===== config.mk =====
export PLATFORM = sky130hd
export DESIGN_NAME = i2c_bitbang_master
export DESIGN_NICKNAME = d
export VERILOG_FILES = /design/src/i2cbb_pkg.sv /design/src/i2cbb_front.sv /design/src/i2cbb_engine.sv /design/src/i2c_bitbang_master.sv
export SDC_FILE = /design/constraint.sdc
export NUM_CORES = 1
export LEC_CHECK = 0
export BUFFER_PORTS_ARGS = -buffer_cell sky130_fd_sc_hd__buf_4
export CAP_MARGIN = 20
export CORE_MARGIN = 3
export CORE_UTILIZATION = 45
export CTS_CLUSTER_SIZE = 20
export DETAILED_ROUTE_END_ITERATION = 10
export GPL_TIMING_DRIVEN = 0
export PLACE_DENSITY = 0.66
export SETUP_SLACK_MARGIN = 0.3
export SYNTH_ARGS = -nofsm -noshare
export SYNTH_HDL_FRONTEND = slang
export SYNTH_SLANG_ARGS = --single-unit

===== constraint.sdc =====
create_clock -name clock -period 11.8 [get_ports clock]
set_input_delay 2.36 -clock clock [delete_from_list [all_inputs] [get_ports clock]]
set_output_delay 2.36 -clock clock [all_outputs]
set_load 0.005 [all_outputs]

===== src/i2cbb_pkg.sv =====
// ----------------------------------------------------------------------------
// i2cbb_pkg
// Shared types and constants of the I2C bit-bang master: command codes,
// sequence delays in microseconds, queue item layout and register map.
// ----------------------------------------------------------------------------
`default_nettype none

package i2cbb_pkg;

   localparam int DATA_BITS     = 8;
   localparam int QUEUE_DEPTH   = 2;
   localparam int DLY_US_W      = 5;
   localparam int TPU_W         = 8;
   localparam int DELAY_W       = 13;   // 20 us * 255 ticks fits
   localparam int PHASE_W       = 5;
   localparam int SUB_W         = 2;

   // sequence delays in us
   localparam logic [DLY_US_W-1:0] US_BUS_FREE = 5'd20;
   localparam logic [DLY_US_W-1:0] US_SETUP    = 5'd3;
   localparam logic [DLY_US_W-1:0] US_BIT      = 5'd4;
   localparam logic [DLY_US_W-1:0] US_HOLD     = 5'd5;
   localparam logic [DLY_US_W-1:0] US_RECOVER  = 5'd10;
   localparam logic [DLY_US_W-1:0] US_ACK_LOW  = 5'd2;
   localparam logic [DLY_US_W-1:0] US_NONE     = 5'd0;

   localparam logic [PHASE_W-1:0] SEND_LAST_PHASE = PHASE_W'(3 * DATA_BITS);
   localparam logic [PHASE_W-1:0] RECV_LAST_PHASE = PHASE_W'(2 * DATA_BITS);
   localparam logic [SUB_W-1:0]   SUB_DATA        = 2'd0;
   localparam logic [SUB_W-1:0]   SUB_CLK_HIGH    = 2'd1;
   localparam logic [SUB_W-1:0]   SUB_CLK_LOW     = 2'd2;

   // register map
   localparam int CSR_ADDR_W = 3;
   localparam int CSR_DATA_W = 32;
   localparam logic [CSR_ADDR_W-3:0] CSR_TICKS_WORD = '0;
   localparam logic [TPU_W-1:0]      TPU_RESET      = 8'd1;

   typedef enum logic [2:0] {
      OP_TICK  = 3'd0,
      OP_START = 3'd1,
      OP_STOP  = 3'd2,
      OP_ACK   = 3'd3,
      OP_NOACK = 3'd4,
      OP_CHECK = 3'd5,
      OP_SEND  = 3'd6,
      OP_RECV  = 3'd7
   } i2cbb_op_type;

   typedef struct packed {
      i2cbb_op_type         op;
      logic                 is_cmd;
      logic [DATA_BITS-1:0] tx_byte;
      logic                 sda_in;
   } i2cbb_item_type;

endpackage

`default_nettype wire


===== src/i2cbb_front.sv =====
// ----------------------------------------------------------------------------
// i2cbb_front
// Accepts request items, tags commands apart from ticks and holds them in a
// short queue for the bit engine.
// ----------------------------------------------------------------------------
`default_nettype none

module i2cbb_front #(
   parameter int DEPTH = i2cbb_pkg::QUEUE_DEPTH
) (
   input  wire                               clock,
   input  wire                               reset,
   input  wire                               req_valid,
   output logic                              req_stall,
   input  wire  [2:0]                        req_operation,
   input  wire  [i2cbb_pkg::DATA_BITS-1:0]   req_tx_byte,
   input  wire                               req_sda_in,
   output logic                              head_valid,
   output i2cbb_pkg::i2cbb_item_type         head_item,
   input  wire                               head_pop
);
   import i2cbb_pkg::*;

   localparam int PTR_W = $clog2(DEPTH);
   localparam int CNT_W = $clog2(DEPTH + 1);
   localparam logic [PTR_W-1:0] LAST_PTR  = PTR_W'(DEPTH - 1);
   localparam logic [CNT_W-1:0] FULL_CNT  = CNT_W'(DEPTH);

   i2cbb_item_type       entries_ff [DEPTH];
   logic [PTR_W-1:0]     wr_ptr_ff, wr_ptr_in;
   logic [PTR_W-1:0]     rd_ptr_ff, rd_ptr_in;
   logic [CNT_W-1:0]     count_ff, count_in;
   i2cbb_item_type       new_item;
   logic                 push;
   logic                 full;

   always_comb begin
      new_item.op      = i2cbb_op_type'(req_operation);
      new_item.is_cmd  = (i2cbb_op_type'(req_operation) != OP_TICK);
      new_item.tx_byte = req_tx_byte;
      new_item.sda_in  = req_sda_in;
   end

   assign full       = (count_ff == FULL_CNT);
   assign req_stall  = full;
   assign push       = req_valid && !full;
   assign head_valid = (count_ff != '0);
   assign head_item  = entries_ff[rd_ptr_ff];

   always_comb begin
      wr_ptr_in = wr_ptr_ff;
      rd_ptr_in = rd_ptr_ff;
      count_in  = count_ff;
      if (push) begin
         wr_ptr_in = (wr_ptr_ff == LAST_PTR) ? '0 : wr_ptr_ff + 1'b1;
      end
      if (head_pop) begin
         rd_ptr_in = (rd_ptr_ff == LAST_PTR) ? '0 : rd_ptr_ff + 1'b1;
      end
      if (push && !head_pop) begin
         count_in = count_ff + 1'b1;
      end else if (!push && head_pop) begin
         count_in = count_ff - 1'b1;
      end
   end

   always_ff @(posedge clock) begin
      if (reset) begin
         wr_ptr_ff <= '0;
         rd_ptr_ff <= '0;
         count_ff  <= '0;
      end else begin
         wr_ptr_ff <= wr_ptr_in;
         rd_ptr_ff <= rd_ptr_in;
         count_ff  <= count_in;
      end
   end

   always_ff @(posedge clock) begin
      if (push) begin
         entries_ff[wr_ptr_ff] <= new_item;
      end
   end

   a_count_bound: assert property (@(posedge clock) disable iff (reset)
      count_ff <= FULL_CNT)
      else $error("queue count above depth");

   a_no_pop_empty: assert property (@(posedge clock) disable iff (reset)
      head_pop |-> count_ff != '0)
      else $error("pop from empty queue");

   a_ptr_track: assert property (@(posedge clock) disable iff (reset)
      count_ff == '0 |-> wr_ptr_ff == rd_ptr_ff)
      else $error("empty queue with unequal pointers");

endmodule

`default_nettype wire


===== src/i2cbb_engine.sv =====
// ----------------------------------------------------------------------------
// i2cbb_engine
// Bit engine: walks the pin sequence of the active command, one queue item per
// cycle unless a result stalls, and holds the pin and status result registers.
// ----------------------------------------------------------------------------
`default_nettype none

module i2cbb_engine (
   input  wire                               clock,
   input  wire                               reset,
   input  wire  [i2cbb_pkg::TPU_W-1:0]       ticks_per_us,
   input  wire                               head_valid,
   input  wire  i2cbb_pkg::i2cbb_item_type   head_item,
   output logic                              head_pop,
   output logic                              rsp_valid,
   input  wire                               rsp_stall,
   output logic                              rsp_scl_level,
   output logic                              rsp_sda_level,
   output logic                              rsp_sda_drive,
   output logic                              rsp_busy_res,
   output logic                              rsp_done_res,
   output logic [i2cbb_pkg::DATA_BITS-1:0]   rsp_rx_byte,
   output logic                              rsp_ack_ok
);
   import i2cbb_pkg::*;

   i2cbb_op_type          active_ff, active_in;
   logic [PHASE_W-1:0]    phase_ff, phase_in;
   logic [DELAY_W-1:0]    delay_ff, delay_in;
   logic [DATA_BITS-1:0]  shift_ff, shift_in;
   logic [SUB_W-1:0]      sub_ff, sub_in;
   logic [DATA_BITS-1:0]  recv_ff, recv_in;
   logic                  ack_ff, ack_in;
   logic                  scl_ff, scl_in;
   logic                  sda_ff, sda_in;
   logic                  oe_ff, oe_in;
   logic                  done_ff, done_in;
   logic                  out_valid_ff, out_valid_in;

   logic                  fire;
   logic                  idle;
   logic                  run;
   i2cbb_op_type          cmd_eff;
   logic [PHASE_W-1:0]    phase_eff;
   logic [SUB_W-1:0]      sub_eff;
   logic [DATA_BITS-1:0]  shift_eff;
   logic [DELAY_W-1:0]    delay_dec;
   logic [TPU_W-1:0]      tpu_eff;

   // results of one sequence step
   logic                  s_scl, s_sda, s_oe, s_ack;
   logic [DATA_BITS-1:0]  s_shift, s_recv;
   logic [SUB_W-1:0]      s_sub;
   logic [DLY_US_W-1:0]   s_dly;
   logic                  s_end;
   logic [DATA_BITS-1:0]  shift_sampled;

   assign idle      = (active_ff == OP_TICK);
   assign fire      = head_valid && (!out_valid_ff || !rsp_stall);
   assign head_pop  = fire;
   assign tpu_eff   = (ticks_per_us == '0) ? TPU_W'(1) : ticks_per_us;
   assign delay_dec = (delay_ff != '0) ? delay_ff - 1'b1 : delay_ff;

   always_comb begin
      cmd_eff   = active_ff;
      phase_eff = phase_ff;
      sub_eff   = sub_ff;
      shift_eff = shift_ff;
      run       = (delay_dec == '0);
      if (idle) begin
         cmd_eff   = head_item.op;
         phase_eff = '0;
         sub_eff   = '0;
         if (head_item.op == OP_SEND) begin
            shift_eff = head_item.tx_byte;
         end
         run = head_item.is_cmd;
      end
   end

   assign shift_sampled = {shift_eff[DATA_BITS-2:0], head_item.sda_in};

   always_comb begin
      s_scl   = scl_ff;
      s_sda   = sda_ff;
      s_oe    = oe_ff;
      s_ack   = ack_ff;
      s_shift = shift_eff;
      s_recv  = recv_ff;
      s_sub   = sub_eff;
      s_dly   = US_NONE;
      s_end   = 1'b0;
      unique case (cmd_eff)
         OP_START: begin
            unique case (phase_eff)
               5'd0: begin s_oe = 1'b1; s_dly = US_BUS_FREE; end
               5'd1: begin s_sda = 1'b1; s_dly = US_SETUP; end
               5'd2: begin s_scl = 1'b1; s_dly = US_BIT; end
               5'd3: begin s_sda = 1'b0; s_dly = US_HOLD; end
               5'd4: begin s_scl = 1'b0; s_dly = US_RECOVER; end
               default: s_end = 1'b1;
            endcase
         end
         OP_STOP: begin
            unique case (phase_eff)
               5'd0: begin s_oe = 1'b1; s_sda = 1'b0; s_dly = US_BIT; end
               5'd1: begin s_scl = 1'b1; s_dly = US_BIT; end
               5'd2: begin s_sda = 1'b0; s_dly = US_BIT; end
               5'd3: s_sda = 1'b1;
               default: s_end = 1'b1;
            endcase
         end
         OP_ACK, OP_NOACK: begin
            unique case (phase_eff)
               5'd0: begin
                  s_oe  = 1'b1;
                  s_sda = (cmd_eff == OP_NOACK);
                  s_dly = US_BIT;
               end
               5'd1: begin s_scl = 1'b0; s_dly = US_BIT; end
               5'd2: begin s_scl = 1'b1; s_dly = US_BIT; end
               5'd3: begin
                  s_scl = 1'b0;
                  if (cmd_eff == OP_ACK) begin
                     s_sda = 1'b1;
                  end
               end
               default: s_end = 1'b1;
            endcase
         end
         OP_CHECK: begin
            unique case (phase_eff)
               5'd0: begin s_oe = 1'b0; s_scl = 1'b1; s_dly = US_BIT; end
               5'd1: begin
                  s_ack = !head_item.sda_in;
                  s_scl = 1'b0;
                  s_dly = US_ACK_LOW;
               end
               5'd2: s_oe = 1'b1;
               default: s_end = 1'b1;
            endcase
         end
         OP_SEND: begin
            if (phase_eff < SEND_LAST_PHASE) begin
               s_dly = US_BIT;
               unique case (sub_eff)
                  SUB_DATA: begin
                     s_oe  = 1'b1;
                     s_sda = shift_eff[DATA_BITS-1];
                     s_sub = SUB_CLK_HIGH;
                  end
                  SUB_CLK_HIGH: begin
                     s_scl = 1'b1;
                     s_sub = SUB_CLK_LOW;
                  end
                  SUB_CLK_LOW: begin
                     s_scl   = 1'b0;
                     s_shift = {shift_eff[DATA_BITS-2:0], 1'b0};
                     s_sub   = SUB_DATA;
                  end
                  default: s_sub = SUB_DATA;
               endcase
            end else if (phase_eff == SEND_LAST_PHASE) begin
               s_dly = US_RECOVER;
            end else begin
               s_end = 1'b1;
            end
         end
         OP_RECV: begin
            if (phase_eff == '0) begin
               s_oe    = 1'b0;
               s_scl   = 1'b0;
               s_shift = '0;
               s_dly   = US_BIT;
            end else if (phase_eff <= RECV_LAST_PHASE) begin
               if (phase_eff[0]) begin
                  // odd phases raise scl, even phases sample on the way down
                  s_scl = 1'b1;
                  s_dly = US_BIT;
               end else begin
                  s_shift = shift_sampled;
                  s_scl   = 1'b0;
                  if (phase_eff != RECV_LAST_PHASE) begin
                     s_dly = US_BIT;
                  end else begin
                     s_oe   = 1'b1;
                     s_recv = shift_sampled;
                  end
               end
            end else begin
               s_end = 1'b1;
            end
         end
         default: s_end = 1'b1;
      endcase
   end

   always_comb begin
      active_in    = active_ff;
      phase_in     = phase_ff;
      delay_in     = delay_ff;
      shift_in     = shift_ff;
      sub_in       = sub_ff;
      recv_in      = recv_ff;
      ack_in       = ack_ff;
      scl_in       = scl_ff;
      sda_in       = sda_ff;
      oe_in        = oe_ff;
      done_in      = done_ff;
      out_valid_in = out_valid_ff && rsp_stall;
      if (fire) begin
         out_valid_in = 1'b1;
         done_in      = 1'b0;
         if (!idle) begin
            delay_in = delay_dec;
         end
         if (run) begin
            scl_in   = s_scl;
            sda_in   = s_sda;
            oe_in    = s_oe;
            ack_in   = s_ack;
            shift_in = s_shift;
            recv_in  = s_recv;
            sub_in   = s_sub;
            // a zero delay step is always the last one with pin changes
            if (s_end || s_dly == US_NONE) begin
               active_in = OP_TICK;
               phase_in  = '0;
               delay_in  = '0;
               done_in   = 1'b1;
            end else begin
               active_in = cmd_eff;
               phase_in  = phase_eff + 1'b1;
               delay_in  = DELAY_W'(s_dly) * DELAY_W'(tpu_eff);
            end
         end
      end
   end

   always_ff @(posedge clock) begin
      if (reset) begin
         active_ff    <= OP_TICK;
         phase_ff     <= '0;
         delay_ff     <= '0;
         shift_ff     <= '0;
         sub_ff       <= '0;
         recv_ff      <= '0;
         ack_ff       <= 1'b0;
         scl_ff       <= 1'b1;
         sda_ff       <= 1'b1;
         oe_ff        <= 1'b1;
         done_ff      <= 1'b0;
         out_valid_ff <= 1'b0;
      end else begin
         active_ff    <= active_in;
         phase_ff     <= phase_in;
         delay_ff     <= delay_in;
         shift_ff     <= shift_in;
         sub_ff       <= sub_in;
         recv_ff      <= recv_in;
         ack_ff       <= ack_in;
         scl_ff       <= scl_in;
         sda_ff       <= sda_in;
         oe_ff        <= oe_in;
         done_ff      <= done_in;
         out_valid_ff <= out_valid_in;
      end
   end

   // the state registers only move with a result, so they are the result
   assign rsp_valid     = out_valid_ff;
   assign rsp_scl_level = scl_ff;
   assign rsp_sda_level = sda_ff;
   assign rsp_sda_drive = oe_ff;
   assign rsp_busy_res  = (active_ff != OP_TICK);
   assign rsp_done_res  = done_ff;
   assign rsp_rx_byte   = recv_ff;
   assign rsp_ack_ok    = ack_ff;

   a_idle_clean: assert property (@(posedge clock) disable iff (reset)
      active_ff == OP_TICK |-> phase_ff == '0 && delay_ff == '0)
      else $error("idle engine with leftover phase or delay");

   a_done_not_busy: assert property (@(posedge clock) disable iff (reset)
      done_ff |-> active_ff == OP_TICK)
      else $error("done reported while still busy");

   a_cmd_taken: assert property (@(posedge clock) disable iff (reset)
      fire && idle && head_item.is_cmd |=> active_ff != OP_TICK || done_ff)
      else $error("command item neither started nor finished");

   a_sub_range: assert property (@(posedge clock) disable iff (reset)
      sub_ff == SUB_DATA || sub_ff == SUB_CLK_HIGH || sub_ff == SUB_CLK_LOW)
      else $error("send substep out of range");

   a_no_move_stalled: assert property (@(posedge clock) disable iff (reset)
      out_valid_ff && rsp_stall |=> $stable(phase_ff) && $stable(delay_ff))
      else $error("engine advanced while result stalled");

endmodule

`default_nettype wire


===== src/i2c_bitbang_master.sv =====
// ----------------------------------------------------------------------------
// i2c_bitbang_master
// I2C master bit engine: commands and tick items drive the SCL/SDA pin
// sequence; one result item per request item.
// ----------------------------------------------------------------------------
// a request item is registered in the queue, then in the engine result registers
// throughput: one item per cycle while no result is stalled
// a 2-entry queue takes up to two more items while a result is stalled
// reset: engine idle, scl and sda released high with sda driven, ticks_per_us 1
`default_nettype none

module i2c_bitbang_master #(
   parameter int QUEUE_DEPTH = i2cbb_pkg::QUEUE_DEPTH
) (
   input  wire                                 clock,
   input  wire                                 reset,
   input  wire                                 req_valid,
   output logic                                req_stall,
   input  wire  [2:0]                          req_operation,
   input  wire  [i2cbb_pkg::DATA_BITS-1:0]     req_tx_byte,
   input  wire                                 req_sda_in,
   output logic                                rsp_valid,
   input  wire                                 rsp_stall,
   output logic                                rsp_scl_level,
   output logic                                rsp_sda_level,
   output logic                                rsp_sda_drive,
   output logic                                rsp_busy_res,
   output logic                                rsp_done_res,
   output logic [i2cbb_pkg::DATA_BITS-1:0]     rsp_rx_byte,
   output logic                                rsp_ack_ok,
   input  wire                                 psel,
   input  wire                                 penable,
   input  wire                                 pwrite,
   input  wire  [i2cbb_pkg::CSR_ADDR_W-1:0]    paddr,
   input  wire  [i2cbb_pkg::CSR_DATA_W-1:0]    pwdata,
   output logic [i2cbb_pkg::CSR_DATA_W-1:0]    prdata,
   output logic                                pready
);
   import i2cbb_pkg::*;

   logic [TPU_W-1:0]   tpu_ff, tpu_in;
   logic               csr_write;
   logic               csr_hit;
   logic               head_valid;
   logic               head_pop;
   i2cbb_item_type     head_item;

   assign pready    = 1'b1;
   assign csr_hit   = (paddr[CSR_ADDR_W-1:2] == CSR_TICKS_WORD);
   assign csr_write = psel && penable && pwrite && pready;
   assign prdata    = csr_hit ? CSR_DATA_W'(tpu_ff) : '0;

   always_comb begin
      tpu_in = tpu_ff;
      if (csr_write && csr_hit) begin
         tpu_in = pwdata[TPU_W-1:0];
      end
   end

   always_ff @(posedge clock) begin
      if (reset) begin
         tpu_ff <= TPU_RESET;
      end else begin
         tpu_ff <= tpu_in;
      end
   end

   i2cbb_front #(
      .DEPTH (QUEUE_DEPTH)
   ) u_front (
      .clock         (clock),
      .reset         (reset),
      .req_valid     (req_valid),
      .req_stall     (req_stall),
      .req_operation (req_operation),
      .req_tx_byte   (req_tx_byte),
      .req_sda_in    (req_sda_in),
      .head_valid    (head_valid),
      .head_item     (head_item),
      .head_pop      (head_pop)
   );

   i2cbb_engine u_engine (
      .clock         (clock),
      .reset         (reset),
      .ticks_per_us  (tpu_ff),
      .head_valid    (head_valid),
      .head_item     (head_item),
      .head_pop      (head_pop),
      .rsp_valid     (rsp_valid),
      .rsp_stall     (rsp_stall),
      .rsp_scl_level (rsp_scl_level),
      .rsp_sda_level (rsp_sda_level),
      .rsp_sda_drive (rsp_sda_drive),
      .rsp_busy_res  (rsp_busy_res),
      .rsp_done_res  (rsp_done_res),
      .rsp_rx_byte   (rsp_rx_byte),
      .rsp_ack_ok    (rsp_ack_ok)
   );

endmodule

`default_nettype wire

; ---- Word level (Yosys, flattened, before mapping)
; Memories as Yosys holds them, arrays and structs flattened. A register that Yosys moved wholly into a read port is not among the register bits.
; Index checks and enable logic that the tools add are counted.
[op_classes]
n_eq_ne = 34
bitwise_logic = 4
reduce_logical = 45
mux = 78
multipliers = 1
addsub = 6
n_lt_le_gt_ge = 2
[ops]
columns = cell, n
row1 = 2-to-1 mux 8 bit, 9
row2 = 2-to-1 mux 13 bit, 4
row3 = case mux 5 bit (5 select lines), 2
row4 = 2-to-1 mux 1 bit, 32
row5 = 2-to-1 mux 5 bit, 6
row6 = AND reduction 10 bit, 2
row7 = case mux 1 bit (2 select lines), 8
row8 = case mux 8 bit (2 select lines), 1
row9 = == test 3 bit (second input constant), 5
row10 = != test 3 x 1 -> 1 bit (second input constant), 5
row11 = != test 3 x 2 -> 1 bit (second input constant), 5
row12 = zero test 13 bit, 1
row13 = multiplier 5 x 8 -> 13 bit, 1
row14 = nonzero test 13 bit, 1
row15 = subtractor 13 x 1 -> 13 bit (second input constant), 1
row16 = 2-to-1 mux 3 bit, 4
row17 = == test 5 x 2 -> 1 bit (second input constant), 2
row18 = zero test 5 bit, 2
row19 = 2-to-1 mux 2 bit, 5
row20 = AND reduction 9 bit, 1
row21 = logical AND 1 bit, 8
row22 = zero test 8 bit, 1
row23 = case mux 1 bit (4 select lines), 2
row24 = nonzero test 4 bit, 2
row25 = other kinds (37), 60
[word_totals]
mem_count = 1
elab_cells = 187
register_bits = 57
ramBits = 26
out_inout_bits = 49
[mem_list]
columns = name, depth, width, rd, rd_clocked_by_memory_dff, wr, line
row1 = u_front.entries_ff, 2, 13, 1, 1, 1, i2cbb_front.sv:29  ; i2cbb_item_type entries_ff [DEPTH];

; ---- Depth between registers and ports, before layout
[depth]
ltp_word = 12
depth_mapped = 26
depth_no_buf = 25

; ---- By module
; Synthesis repeated with hierarchy kept, for this count alone.
[hier_totals]
cells_unflattened = 742
hier_area_um2 = 6314.8
[by_module_without_submodules]
columns = mod, area_per_inst_um2, cells_per_inst, n_inst
row1 = i2cbb_engine, 4531.8, 606, 1
row2 = i2cbb_front, 1157.4, 66, 1
row3 = i2c_bitbang_master, 625.6, 70, 1

; ---- Worst setup path after synthesis
; Ideal clock, no wire load.
[synth_timing]
path_kind = flip-flop to flip-flop
from = register u_engine.active_ff[0]
to = register u_engine.delay_ff[11]
setup_slack_ns = 6.129
arrival_ns = 5.541
t_required_ns = 11.670
path_stages_with_launch = 26
cell_sequence = dfxtp_1 -> nor3_4 -> inv_1 -> clkbuf_1 -> nand2_1 -> inv_1 -> ha_1 -> clkbuf_1 -> nor3_1 -> or4_1 -> o211a_1 -> nand2_1 -> and2_1 -> fa_1 -> fa_1 -> inv_1 -> fa_1 -> inv_1 -> ha_1 -> nand3_1 -> o211ai_1 -> or4_1 -> o311ai_0 -> o21ai_0 -> xnor2_1 -> o22ai_1
[synth_between]
elab_chain_cells = 12
elab_cells_between_ends = 49
[synth_lines]
columns = element, line
row1 = "start, declared", i2cbb_engine.sv:27  ; i2cbb_op_type active_ff, active_in;
row2 = "start signal, assigned", i2cbb_engine.sv:255  ; active_ff <= active_in;
row3 = "parallel branches: the longest is 12 deep, another holds multiplier 5 x 8 -> 13 bit", n/a
row4 = "end signal, assigned", i2cbb_engine.sv:257  ; delay_ff <= delay_in;
row5 = "end, declared", i2cbb_engine.sv:29  ; logic [DELAY_W-1:0] delay_ff, delay_in;
; Several ways; the timed one is not identified.
; A chain may end at the register's enable or synchronous reset.

; ---- Final worst setup path
; Ends and elaborated chain as after synthesis.

==> reports/metrics.cfg <==
[sta]
fin_skew_ps=7.518
slew_headroom_pct=29.03
hold_slack_ps=489.3
rsz0062_at_grt=false
setup_ws_ps=4901
max_freq_ghz=0.1449
final_hold_viol_count=0
setup_tns_ps=0
period_minus_slack_ps=6899
tightestPinTransition_ps=1061
setup_viol=0
drv_slew=0
period_share_pct=58.47

[placement]
dp_hpwl_mm=13.45
post_dp_cell_area_mm2=0.006940
numPortBuffers=50
place.gp.congestion=0.9554
preCtsSetupSlack_ps=4947
dp.cells=989

[setup_path]
cp.depth=22
r2r-end=u_engine.delay_ff[11]
r2r_cells=22
max_stage_delay_ps=730
critPathLaunch=u_engine.active_ff[0]
r2r_slack_ps=4900
crit_required_ps=12000
r2r-start=u_engine.active_ff[0]
path_max_fanout=10
cp_num_buf_inv=5
arrival_ps=7100
crit_type=flip-flop to flip-flop
cp-start-kind=flip-flop
end_kind=flip-flop
cp-endpoint=u_engine.delay_ff[11]
cpLargestDelayFamily=simple AND/OR/NAND/NOR gates
path_cells=nor3_4 > inv_1 > clkbuf_1 > nand2_1 > ha_1 > clkbuf_1 > nand2_1 > nor3_1 > and2_1 > fa_1 > fa_1 > inv_1 > fa_1 > inv_1 > ha_1 > nand3_1 > o211ai_1 > or4_1 > o311ai_0 > o21ai_0 > xnor2_1 > o22ai_1
worst_path_max_delay_cell=nor3_1

[cts]
htreeDepth=3
cts_resized=0
clock-sinks=84
clock_latency_ps=340
cts_buffers=9
clockBufferDepth=2
clkTransAtPathRegs_ps=70
root_buffer=clkbuf_16
postCtsSetupBuffers=0
cts_tree=done
ctsHoldBuffers=0

[yosys]
synthXorXnorAreaFrac_pct=2.101
yosysWarnings=0
synthTopCellsByArea=dfxtp_1 19%, edfxtp_1 12%, fa_1 5.8%
synth.cell_area_mm2=0.006253
synth_top_area_cell=dfxtp_1
ys_ff_latch=84
synth_fa_ha_area_share_pct=11.32
synth-compound-area-share_pct=18.71
postSynthAreaPerCell_um2=8.462
ys.flop_type=dfxtp_1
netlist_instances=739
synth-seq-area-share_pct=31.05
synth_cell_type_count=83
async_flop_share_pct=0
synth_edf_count=26
yosysTopAreaCellShare_pct=18.57
yosys.area_share.simple_pct=24.23
synth_top_family_by_area=simple AND/OR/NAND/NOR gates
synthMuxAreaShare_pct=3.701

[route]
dr.pass1.iters=5
wl_per_cell_um=17.66
via_per_inst=5.799
drt-initial-drc-count=614
route.detailed.drc=0
num_vias=5828
ant_nets=0
drt_wl_total_mm=17.74

[global_routing]
grt_pass1_vias=5809
grt_pass1_wl_mm=29.33
antenna_found_initial=0
grt_max_degree=17
track_usage_pct=24.12
grt.overflow.total=0

[floorplan]
dieArea_mm2=0.01535
ios=103
die_h_um=123.9
die_w_um=123.9
row_count=42
core-area_mm2=0.01340
start_util_pct=46.67

[power]
clkPwrFrac_pct=17.1
p_switching_w=0.0009932
seq_power_share_pct=20.2
peakVddDrop_mv=0.1273
power_density_mw_per_mm2=271.6
combPwrFrac_pct=62.7
swShare_pct=50.13
internal-power_w=0.0009879
leakagePower_nw=3.061

[run_status]
status=completed

[flow_run]
maxCapViolations=0

[finish]
fin_cells=1005
final_cell_mix=75 x buf_4, 62 x nand2_1, 62 x nor2_1
num_antenna_cells=0
finalNetCount=923
fin_area_mm2=0.007293
final_common_cell=buf_4
drive_gt1_share_pct=16.04
area_growth_pct=16.63

[min_path]
min_path_type=flip-flop to flip-flop

[tightest hold or removal path, cell delays in order, from the launching register on]
cell and delay [ps]:
dfxtp_1 330, nand2_1 70, a21oi_1 50
[worst min path at each step]
stage	startpoint	endpoint	slack (ps)	cells past startpoint
floorplan	u_engine.phase_ff[1]	u_engine.phase_ff[1]	450	2
global placement	u_engine.phase_ff[1]	u_engine.phase_ff[1]	470	2
detailed placement	u_engine.rsp_valid	u_engine.rsp_valid	470	2
CTS	u_engine.rsp_valid	u_engine.rsp_valid	490	2
finish	u_engine.rsp_valid	u_engine.rsp_valid	490	2
global route	u_engine.rsp_valid	u_engine.rsp_valid	520	2
[synthesized netlist by cell type, types with 14 or more instances]
master and n:
nor2b_1 17, fa_1 18, and2_1 14, edfxtp_1 26, nor3_1 39, buf_4 25, a21oi_1 54, clkbuf_1 27
inv_1 43, dfxtp_1 58, nor2_1 62, nand3_1 26, o21ai_0 24, nand2_1 62, ha_1 27
[metrics by stage]
step                      utilization [%]  total power, W
after floorplan                         -        0.001289
after global placement              51.76        0.001591
after detailed placement            51.79        0.001612
after CTS                           54.43        0.001957
after global routing                54.43        0.002121
final                               54.43        0.001981
[per-layer routing]
| metal | share of wire [%] | vias to the layer above | GRT usage [%] |
|---|---|---|---|
| li1 | - | 2795 | - |
| met1 | 45 | 2757 | 31.94 |
| met2 | 47 | 245 | 40.05 |
| met3 | 6.3 | 31 | 4.269 |
| met4 | 1.8 | 0 | 7.682 |
| met5 | 0 | - | 0 |
[final cells by class]
cell class	count	area [um2]
fillers	1294	6107
well taps	176	220.2
clock buffers	9	225.2
inverters	44	165.2
plain buffers	68	382.9
flip-flops and latches	84	1942
repair buffers	51	380.4
multi-input cells	566	3850
clock inverters	7	127.6
[flip-flops by register name (all words and copies together) (netlist names), named ones only]
register                count
u_engine.active_ff          3
u_engine.phase_ff           5
u_engine.rsp_sda_drive      1
u_engine.rsp_valid          1
u_engine.sub_ff             2
u_engine.rsp_done_res       1
u_engine.delay_ff          13
u_engine.rsp_ack_ok         1
u_front.entries_ff         26
u_engine.rsp_rx_byte        8
tpu_ff                      8
u_engine.rsp_scl_level      1
u_front.count_ff            2
u_front.wr_ptr_ff           1
u_engine.rsp_sda_level      1
u_engine.shift_ff           8
u_front.rd_ptr_ff           1
[power groups by stage]
| stage | logic (W) | registers (W) | clock network, W |
|---|---|---|---|
| floorplan | 0.000894 | 0.000395 | 0 |
| global placement | 0.00119 | 0.000403 | 0 |
| detailed placement | 0.00121 | 0.000406 | 0 |
| CTS | 0.00122 | 0.000400 | 0.000341 |
| global route | 0.00136 | 0.000407 | 0.000353 |
| finish | 0.00124 | 0.000400 | 0.000339 |
[cells by family after synthesis]
group                    count (synthesis)
AND/OR/NAND/NOR                        285
other                                    2
flip-flops                              84
adder cells (fa/ha/maj)                 46
AO/OA/AOI/OAI                          173
XOR/XNOR                                15
multiplexers                            22
buffers and inverters                  112
No activity file was read; power rests on OpenSTA's default activity.
